==> src/rtl/hkm_pkg.sv <==
// shared types, codes and helper functions of the key merger
package hkm_pkg;

    localparam logic [2:0] OP_PRESS   = 3'd0;
    localparam logic [2:0] OP_RELEASE = 3'd1;
    localparam logic [2:0] OP_CLEAR   = 3'd2;
    localparam logic [2:0] OP_WEAK    = 3'd3;
    localparam logic [2:0] OP_LOAD    = 3'd4;
    localparam logic [2:0] OP_RESEND  = 3'd5;
    localparam logic [2:0] OP_COMPOSE = 3'd6;
    localparam logic [2:0] OP_READ    = 3'd7;

    localparam int          ROWS      = 4;
    localparam int          ROW_W     = 64;
    localparam int          SLOTS     = 6;
    localparam logic [7:0]  ROLLOVER  = 8'h01;
    localparam logic [7:0]  RESEND_FILL = 8'hFF;

    // memory port request between controller and bitmap store
    typedef struct packed {
        logic       rd_en;
        logic       wr_en;
        logic [1:0] addr;
    } mem_req_t;

    // usages 0x04..0xDF that take part in the scan, per row of 64
    function automatic logic [ROW_W-1:0] scan_mask(input logic [1:0] row);
        logic [ROW_W-1:0] m;
        begin
            m = '1;
            if (row == 2'd0)
            begin
                m[3:0] = 4'b0000;
            end
            if (row == 2'd3)
            begin
                m[63:32] = '0;
            end
            return m;
        end
    endfunction

    // position of the lowest set bit
    function automatic logic [5:0] lowest_bit(input logic [ROW_W-1:0] v);
        logic [5:0] idx;
        begin
            idx = '0;
            for (int i = ROW_W - 1; i >= 0; i--)
            begin
                if (v[i])
                begin
                    idx = 6'(i);
                end
            end
            return idx;
        end
    endfunction

endpackage

==> src/rtl/hkm_bitmap_mem.sv <==
// held-key bitmap store: one row per 64 usages, all sources side by side
module hkm_bitmap_mem #(
    parameter int W = 256
) (
    input  logic             clk,
    input  logic             rst_n,
    input  hkm_pkg::mem_req_t req,
    input  logic [W-1:0]     wdata,
    output logic [W-1:0]     rdata
);
    import hkm_pkg::*;

    logic [W-1:0]      mem [ROWS];
    logic [W-1:0]      rd_reg;
    logic [ROWS-1:0]   valid_reg;
    logic              rd_valid_reg;

    // array write and registered read
    always_ff @(posedge clk)
    begin
        if (req.wr_en)
        begin
            mem[req.addr] <= wdata;
        end
        if (req.rd_en)
        begin
            rd_reg <= mem[req.addr];
        end
    end

    // row valid bits stand in for the reset clear
    always_ff @(posedge clk or negedge rst_n)
    begin
        if (!rst_n)
        begin
            valid_reg    <= '0;
            rd_valid_reg <= 1'b0;
        end
        else
        begin
            if (req.wr_en)
            begin
                valid_reg[req.addr] <= 1'b1;
            end
            if (req.rd_en)
            begin
                rd_valid_reg <= valid_reg[req.addr];
            end
        end
    end

    assign rdata = rd_valid_reg ? rd_reg : '0;

endmodule

==> src/rtl/multi_source_hid_key_merger.sv <==
// top level: event controller, modifier registers and report composer
//
//  channel | signals                          | direction
//  --------+----------------------------------+----------
//  in      | in_valid/in_ready, op + payload  | request in
//  out     | out_valid/out_ready, report etc. | request out
//
// register-only events go straight to the result; press/release read and write back one row
// clear and load read and write back each of the 4 rows, then give the result
// compose reads the rows in turn and picks their held keys; a seventh key ends it with rollover
// row valid bits clear the bitmap at reset, no clearing pass is needed
// a stalled result holds in the output register; the next request waits for it
module multi_source_hid_key_merger #(
    parameter int SOURCES = 4
) (
    input  logic       clk,
    input  logic       rst_n,
    input  logic       in_valid,
    output logic       in_ready,
    input  logic [2:0] operation,
    input  logic [1:0] source,
    input  logic [7:0] usage,
    input  logic [7:0] mod_byte,
    input  logic [7:0] key_a,
    input  logic [7:0] key_b,
    input  logic [7:0] key_c,
    input  logic [7:0] key_d,
    input  logic [7:0] key_e,
    input  logic [7:0] key_f,
    output logic       out_valid,
    input  logic       out_ready,
    output logic       report_changed,
    output logic [7:0] report_mods,
    output logic [7:0] slot_a,
    output logic [7:0] slot_b,
    output logic [7:0] slot_c,
    output logic [7:0] slot_d,
    output logic [7:0] slot_e,
    output logic [7:0] slot_f,
    output logic [7:0] source_mods,
    output logic       pending
);
    import hkm_pkg::*;

    localparam int W = SOURCES * ROW_W;

    localparam logic [2:0] S_IDLE = 3'd0;
    localparam logic [2:0] S_RD   = 3'd1;
    localparam logic [2:0] S_WB   = 3'd2;
    localparam logic [2:0] S_PICK = 3'd3;
    localparam logic [2:0] S_FIN  = 3'd4;
    localparam logic [2:0] S_DONE = 3'd5;

    logic [2:0]  state_reg, state_next;
    logic [2:0]  op_reg;
    logic [1:0]  src_reg;
    logic [7:0]  usage_reg;
    logic [7:0]  mb_reg;
    logic [7:0]  keys_reg [SLOTS];
    logic [1:0]  row_reg;
    logic [ROW_W-1:0] scan_reg;
    logic [2:0]  n_reg;
    logic        over_reg;
    logic [7:0]  slots_reg [SLOTS];
    logic [7:0]  real_reg [SOURCES];
    logic [7:0]  weak_reg [SOURCES];
    logic [63:0] last_reg;
    logic        dirty_reg;
    logic        res_changed_reg;
    logic [7:0]  res_mods_reg;
    logic [7:0]  res_slots_reg [SLOTS];
    logic [7:0]  res_src_reg;
    logic        out_valid_reg;
    logic [7:0]  o_slots_reg [SLOTS];
    logic        o_changed_reg;
    logic [7:0]  o_mods_reg;
    logic [7:0]  o_src_reg;
    logic        o_pending_reg;

    mem_req_t    req;
    logic [W-1:0] wdata;
    logic [W-1:0] rdata;
    logic        accept;
    logic        emit;
    logic [ROW_W-1:0] new_slice;
    logic [ROW_W-1:0] load_mask;
    logic [ROW_W-1:0] union_row;
    logic [7:0]  all_mods;
    logic [63:0] rep;
    logic [7:0]  rep_slots [SLOTS];

    hkm_bitmap_mem #(.W(W)) u_mem (
        .clk   (clk),
        .rst_n (rst_n),
        .req   (req),
        .wdata (wdata),
        .rdata (rdata)
    );

    assign accept = in_valid && in_ready;
    assign emit   = (state_reg == S_DONE) && (!out_valid_reg || out_ready);
    assign in_ready = (state_reg == S_IDLE);

    // memory request: one read then, except for compose, one write back per row, never overlapping
    always_comb
    begin
        req.rd_en = (state_reg == S_RD);
        req.wr_en = (state_reg == S_WB) && (op_reg != OP_COMPOSE);
        req.addr  = row_reg;
    end

    // six-key load mask for the current row
    always_comb
    begin
        load_mask = '0;
        for (int j = 0; j < SLOTS; j++)
        begin
            if (keys_reg[j] > 8'd1 && keys_reg[j][7:6] == row_reg)
            begin
                load_mask[keys_reg[j][5:0]] = 1'b1;
            end
        end
    end

    // modified slice of the event's source
    always_comb
    begin
        new_slice = rdata[32'(src_reg) * ROW_W +: ROW_W];
        if (op_reg == OP_PRESS || op_reg == OP_RELEASE)
        begin
            new_slice[usage_reg[5:0]] = (op_reg == OP_PRESS);
        end
        else
        begin
            new_slice = (op_reg == OP_LOAD) ? load_mask : '0;
        end
        wdata = rdata;
        wdata[32'(src_reg) * ROW_W +: ROW_W] = new_slice;
    end

    // union across sources and all modifiers
    always_comb
    begin
        union_row = '0;
        all_mods  = '0;
        for (int i = 0; i < SOURCES; i++)
        begin
            union_row = union_row | rdata[i * ROW_W +: ROW_W];
            all_mods  = all_mods | real_reg[i] | weak_reg[i];
        end
        union_row = union_row & scan_mask(row_reg);
    end

    // assembled report: modifiers, reserved zero, six slots
    always_comb
    begin
        for (int j = 0; j < SLOTS; j++)
        begin
            rep_slots[j] = over_reg ? ROLLOVER : slots_reg[j];
        end
        rep = {rep_slots[5], rep_slots[4], rep_slots[3], rep_slots[2],
               rep_slots[1], rep_slots[0], 8'h00, all_mods};
    end

    // sequencer next state
    always_comb
    begin
        state_next = state_reg;
        unique case (state_reg)
            S_IDLE:
            begin
                if (accept)
                begin
                    if (operation == OP_COMPOSE)
                    begin
                        state_next = S_RD;
                    end
                    else if ((operation == OP_PRESS || operation == OP_RELEASE)
                             && {30'd0, source} < SOURCES && usage != 8'd0)
                    begin
                        state_next = S_RD;
                    end
                    else if ((operation == OP_CLEAR || operation == OP_LOAD)
                             && {30'd0, source} < SOURCES)
                    begin
                        state_next = S_RD;
                    end
                    else
                    begin
                        state_next = S_DONE;
                    end
                end
            end
            S_RD:
            begin
                state_next = S_WB;
            end
            S_WB:
            begin
                if (op_reg == OP_COMPOSE)
                begin
                    state_next = S_PICK;
                end
                else if (op_reg == OP_PRESS || op_reg == OP_RELEASE || row_reg == 2'd3)
                begin
                    state_next = S_DONE;
                end
                else
                begin
                    state_next = S_RD;
                end
            end
            S_PICK:
            begin
                if (scan_reg == '0)
                begin
                    state_next = (row_reg == 2'd3) ? S_FIN : S_RD;
                end
                else if (n_reg == 3'(SLOTS))
                begin
                    state_next = S_FIN;
                end
            end
            S_FIN:
            begin
                state_next = S_DONE;
            end
            S_DONE:
            begin
                if (emit)
                begin
                    state_next = S_IDLE;
                end
            end
            default:
            begin
                state_next = S_IDLE;
            end
        endcase
    end

    // control state
    always_ff @(posedge clk or negedge rst_n)
    begin
        if (!rst_n)
        begin
            state_reg     <= S_IDLE;
            dirty_reg     <= 1'b0;
            last_reg      <= '0;
            out_valid_reg <= 1'b0;
            for (int i = 0; i < SOURCES; i++)
            begin
                real_reg[i] <= '0;
                weak_reg[i] <= '0;
            end
        end
        else
        begin
            state_reg <= state_next;
            if (emit)
            begin
                out_valid_reg <= 1'b1;
            end
            else if (out_ready)
            begin
                out_valid_reg <= 1'b0;
            end
            // register-only events
            if (accept)
            begin
                if (operation == OP_WEAK && {30'd0, source} < SOURCES
                    && weak_reg[source] != mod_byte)
                begin
                    weak_reg[source] <= mod_byte;
                    dirty_reg        <= 1'b1;
                end
                if (operation == OP_RESEND)
                begin
                    last_reg  <= {8{RESEND_FILL}};
                    dirty_reg <= 1'b1;
                end
            end
            // bitmap write back
            if (state_reg == S_WB && op_reg != OP_COMPOSE)
            begin
                dirty_reg <= 1'b1;
                if (op_reg == OP_PRESS || op_reg == OP_RELEASE)
                begin
                    if (usage_reg[7:3] == 5'b11100)
                    begin
                        real_reg[src_reg] <= new_slice[32 +: 8];
                    end
                end
                else
                begin
                    real_reg[src_reg] <= (op_reg == OP_LOAD) ? mb_reg : 8'h00;
                    weak_reg[src_reg] <= '0;
                end
            end
            // compose result
            if (state_reg == S_FIN)
            begin
                dirty_reg <= 1'b0;
                if (rep != last_reg)
                begin
                    last_reg <= rep;
                end
            end
        end
    end

    // payload and working registers
    always_ff @(posedge clk)
    begin
        if (accept)
        begin
            op_reg      <= operation;
            src_reg     <= source;
            usage_reg   <= usage;
            mb_reg      <= mod_byte;
            keys_reg[0] <= key_a;
            keys_reg[1] <= key_b;
            keys_reg[2] <= key_c;
            keys_reg[3] <= key_d;
            keys_reg[4] <= key_e;
            keys_reg[5] <= key_f;
            row_reg     <= (operation == OP_PRESS || operation == OP_RELEASE)
                           ? usage[7:6] : 2'd0;
            n_reg       <= '0;
            over_reg    <= 1'b0;
            res_changed_reg <= 1'b0;
            res_mods_reg    <= '0;
            res_src_reg     <= (operation == OP_READ && {30'd0, source} < SOURCES)
                               ? (real_reg[source] | weak_reg[source]) : 8'h00;
            for (int j = 0; j < SLOTS; j++)
            begin
                slots_reg[j]     <= '0;
                res_slots_reg[j] <= '0;
            end
        end
        if (state_reg == S_WB)
        begin
            if (op_reg == OP_COMPOSE)
            begin
                scan_reg <= union_row;
            end
            else if (op_reg == OP_CLEAR || op_reg == OP_LOAD)
            begin
                row_reg <= row_reg + 2'd1;
            end
        end
        // one held key per cycle in the pick state, lowest usage first
        if (state_reg == S_PICK)
        begin
            if (scan_reg == '0)
            begin
                row_reg <= row_reg + 2'd1;
            end
            else if (n_reg == 3'(SLOTS))
            begin
                over_reg <= 1'b1;
            end
            else
            begin
                slots_reg[n_reg] <= {row_reg, lowest_bit(scan_reg)};
                n_reg            <= n_reg + 3'd1;
                scan_reg[lowest_bit(scan_reg)] <= 1'b0;
            end
        end
        if (state_reg == S_FIN && rep != last_reg)
        begin
            res_changed_reg <= 1'b1;
            res_mods_reg    <= all_mods;
            for (int j = 0; j < SLOTS; j++)
            begin
                res_slots_reg[j] <= rep_slots[j];
            end
        end
        // output register
        if (emit)
        begin
            o_changed_reg <= res_changed_reg;
            o_mods_reg    <= res_mods_reg;
            o_src_reg     <= res_src_reg;
            o_pending_reg <= dirty_reg;
            for (int j = 0; j < SLOTS; j++)
            begin
                o_slots_reg[j] <= res_slots_reg[j];
            end
        end
    end

    assign out_valid      = out_valid_reg;
    assign report_changed = o_changed_reg;
    assign report_mods    = o_mods_reg;
    assign slot_a         = o_slots_reg[0];
    assign slot_b         = o_slots_reg[1];
    assign slot_c         = o_slots_reg[2];
    assign slot_d         = o_slots_reg[3];
    assign slot_e         = o_slots_reg[4];
    assign slot_f         = o_slots_reg[5];
    assign source_mods    = o_src_reg;
    assign pending        = o_pending_reg;

endmodule

==> config.mk <==
export PLATFORM = sky130hd
export DESIGN_NAME = multi_source_hid_key_merger
export DESIGN_NICKNAME = d
export VERILOG_FILES = /design/src/rtl/hkm_pkg.sv /design/src/rtl/hkm_bitmap_mem.sv /design/src/rtl/multi_source_hid_key_merger.sv
export SDC_FILE = /design/constraint.sdc
export NUM_CORES = 2
export LEC_CHECK = 0
export BUFFER_PORTS_ARGS = -buffer_cell sky130_fd_sc_hd__buf_2
export CORE_AREA = 2 2 306 384
export DETAILED_ROUTE_END_ITERATION = 6
export DIE_AREA = 0 0 308 386
export GPL_TIMING_DRIVEN = 0
export PLACE_DENSITY_LB_ADDON = 0.05
export SYNTH_ARGS = -nofsm -noshare
export SYNTH_HDL_FRONTEND = slang
export SYNTH_SLANG_ARGS = --single-unit
==> constraint.sdc <==
create_clock -name clk -period 23.1 [get_ports clk]
set_input_delay 3.465 -clock clk [delete_from_list [all_inputs] [get_ports clk]]
set_output_delay 3.465 -clock clk [all_outputs]
set_load 0.01 [all_outputs]
==> flow_summary_export.csv <==
group,metric,value,unit
yosys,syn_avg_cell_area,15.2,um2
worst_setup_path,endpoint,"u_mem.mem[2][233]",
yosys,ys_ff_latch,1736,
yosys,ys_seq_area_share,68.0,%
clock_tree,cts_buffer_depth,3,
route,vias_per_cell,7.44,
worst_setup_path,reg2reg_to,"u_mem.mem[2][233]",
clock_tree,clk_pin_slew_worst_paths,0.07,ns
timing,finalWorstSetupSlack,15.26,ns
timing,grt_setup_unrepaired,"no",
yosys,ys_warn_count,0,
worst_setup_path,r2r_slack,15.26,ns
timing,fin_crit,7.84,ns
layout,largest_register_ffs,1024,
worst_hold_path,hp-class,"reg2reg",
power,p_leak,28.2,nW
clock_tree,root_buffer,"clkbuf_16",
worst_setup_path,path_depth,13,
timing,whs,0.417,ns
worst_setup_path,arrival,8.29,ns
global_routing,grt.busiest_layer,"met2",
die,die_h,386,um
global_routing,antenna_found_initial,8,
placement,portBuffers,140,
timing,setup_violations,0,
placement,routabilityCongestion,1.04,
power,ir_drop,0.000117,V
yosys,syn_nets,4989,
global_routing,grt_use_total,42.7,%
worst_setup_path,critPathSlowestCell,"clkbuf_1",
timing,period_share,33.9,%
job,maxCapViolCount,12,
layout,postLayoutCoreUtil,72.5,%
worst_setup_path,worstSetupEndpointType,"register",
timing,fmax,0.128,GHz
yosys,synth.cell_area,74600,um2
yosys,synth_edf_count,1527,
die,start_util,64.5,%
clock_tree,postCtsResizedCells,0,
clock_tree,postCtsHoldBufs,0,
worst_setup_path,reg2reg_depth,13,
run_status,status,"complete, but fails checks",
worst_setup_path,worst-path-buf-inv,9,
global_routing,grt.overflow.total,0,
clock_tree,htree_levels,4,
route,drtIter0Drc,8719,
route,finalWirelength,251,mm
placement,pre_cts_ws,15.76,ns
yosys,synth_commonest_cells,"edfxtp_1, nor2_1, nand2_1",
layout,area_growth,12.5,%
layout,nFillCells,7128,
layout,regArea,50700,um2
worst_setup_path,slowest_delay,1.02,ns
clock_tree,clk_latency,0.83,ns
power,cellPowerDensity,131,nW/um2
worst_setup_path,critical_path_class,"reg2reg",
route,drc_errors,74,
clock_tree,cts.sinks,1736,
timing,slew_headroom,-10.8,%
clock_tree,cts_buffers,158,
route,dr_total_vias,51296,
global_routing,gr-usage-met3,14.0,%
layout,final_nets,5355,
yosys,synth.distinct_cells,87,
global_routing,grt_max_degree,83,
timing,skew,0.0521,ns
yosys,syn_inst,4902,
clock_tree,post_cts_buffers,0,
yosys,yosysTopAreaCell,"edfxtp_1",
die,core-area,116000,um2
timing,worst_pin_slew,1.66,ns
die,num_rows,140,
worst_setup_path,crit_family,"buffers and inverters",
layout,multi_input_area,22700,um2
die,fp.dieW,308,um
worst_setup_path,start_kind,"register",
yosys,yosysMostFrequentCell,"edfxtp_1",
global_routing,grt_pass1_wl,354,mm
global_routing,use_met1,51.2,%
layout,drive_above_1_share,17.1,%
worst_setup_path,crit_fanout,10,
worst_setup_path,reg2reg_from,"src_reg[1]",
timing,slew_viol_final,63,
die,io_pins,141,
worst_setup_path,cp_common_cell,"clkbuf_1",
timing,finalHoldViolCount,0,
worst_setup_path,cp.required,23.56,ns
yosys,synth_area_leaders,"edfxtp_1, mux4_2, dfrtp_1, o221ai_1, nor2_1",
yosys,async_reset_ff_share,7.95,%
worst_setup_path,crit_path_start,"src_reg[1]",
global_routing,grt_pass1_vias,49991,
yosys,synth_top_area_share,61.5,%
yosys,ys.flop_type,"edfxtp_1",
global_routing,use_met2,64.7,%
route,avgRoutedWirePerCell,36.4,um
route,dr.pass1.iters,7,
run_status,violations,"DRC, capacitance limit, slew limit",
clock_tree,cts_tree,"yes",
die,dieArea,119000,um2
route,ant_nets,0,
worst_setup_path,worstPathCellList,"clkbuf_1, buf_1, buf_8, clkbuf_1, inv_1, ha_1, inv_1, and3_1, clkbuf_1, nand2_1, clkbuf_1, clkbuf_1, o221ai_1",
placement,dpl.hpwl,169,mm
[kinds of logic (layout without fill, tap and decap cells)]
| logic type | Yosys count | in the layout | synth area share [%] |
|---|---|---|---|
| multiplexers | 432 | 432 | 11.5 |
| AND/OR/NAND/NOR | 1362 | 1362 | 8.58 |
| adder cells (fa/ha/maj) | 14 | 14 | 0.235 |
| XOR/XNOR | 48 | 48 | 0.564 |
| flip-flops | 1736 | 1736 | 68.0 |
| buffers and inverters | 376 | 871 | 1.98 |
| AO/OA/AOI/OAI | 934 | 934 | 9.13 |
| other | 0 | 5 | 0 |
[worst min-delay path by stage]
stage                                    to  slack (ns)                 from  cells past startpoint
after floorplan           o_slots_reg[0][0]        0.40  res_slots_reg[0][0]                      0
after global placement    o_slots_reg[0][0]        0.40  res_slots_reg[0][0]                      0
after detailed placement  o_slots_reg[0][1]        0.40  res_slots_reg[0][1]                      0
after CTS                    report_mods[5]        0.42      res_mods_reg[5]                      0
after global routing      o_slots_reg[2][7]        0.42  res_slots_reg[2][7]                      0
final                        report_mods[5]        0.42      res_mods_reg[5]                      0
[layout by cell type (no fill, tap or decap), drive strengths merged, types with 14 or more instances in the layout]
cell type	n
a211oi	31
a21oi	156
a221oi	19
a22oi	58
a31oi	74
and3	28
buf	304
bufinv	14
clkbuf	426
clkinv	59
dfrtp	138
dfxtp	71
edfxtp	1527
ha	14
inv	62
mux2i	94
mux4	337
nand2	421
nand2b	66
nand3	46
nand4	15
nor2	442
nor2b	24
nor3	116
nor3b	21
nor4	73
o211ai	23
o21ai	120
o221ai	257
o22ai	23
o31ai	18
o41ai	32
or4	24
xnor2	35
[worst register-to-register path, stage by stage (launching register included)]
cell	delay (ns)
edfxtp_1	0.83
clkbuf_1	0.74
buf_1	0.51
buf_8	0.26
clkbuf_1	1.01
inv_1	0.39
ha_1	0.47
inv_1	0.10
and3_1	0.15
clkbuf_1	0.37
nand2_1	0.19
clkbuf_1	0.93
clkbuf_1	1.03
o221ai_1	0.52
[stage by stage]
stage,setup TNS [ns],std cells,power [W],area (um2)
CTS,0,6884,0.0109,83700
global route,0,6888,0.0113,83800
floorplan,0,4902,0.00693,74600
detailed placement,0,6595,0.00820,78500
global placement,-0.158,6533,0.00824,77100
finish,0,6893,0.0110,83800
[power by group]
| part | switching (W) | total, W | leakage [nW] | internal [W] |
|---|---|---|---|---|
| registers | 0.000475 | 0.00493 | 16.4 | 0.00445 |
| clock network | 0.00118 | 0.00267 | 2.53 | 0.00149 |
| logic | 0.00227 | 0.00341 | 9.24 | 0.00114 |
| total | 0.00392 | 0.0110 | 28.2 | 0.00709 |
[metal layers]
layer	wire, um	part of all wire [%]
met4	23100	9.2
met2	114000	46
met5	80	0.032
met1	80200	32
met3	32900	13
[layout make-up]
cell class                      instances  area share, %
Antenna cell                            5         0.0149
Buffer                                319           1.52
Clock buffer                          205           5.19
Clock inverter                         84           1.04
Inverter                               57          0.258
Multi-Input combinational cell       2790           27.0
Sequential cell                      1736           60.5
Tap cell                             1491           2.23
Timing Repair Buffer                  206           2.22
Note: power is estimated with default switching activity, not from simulation.
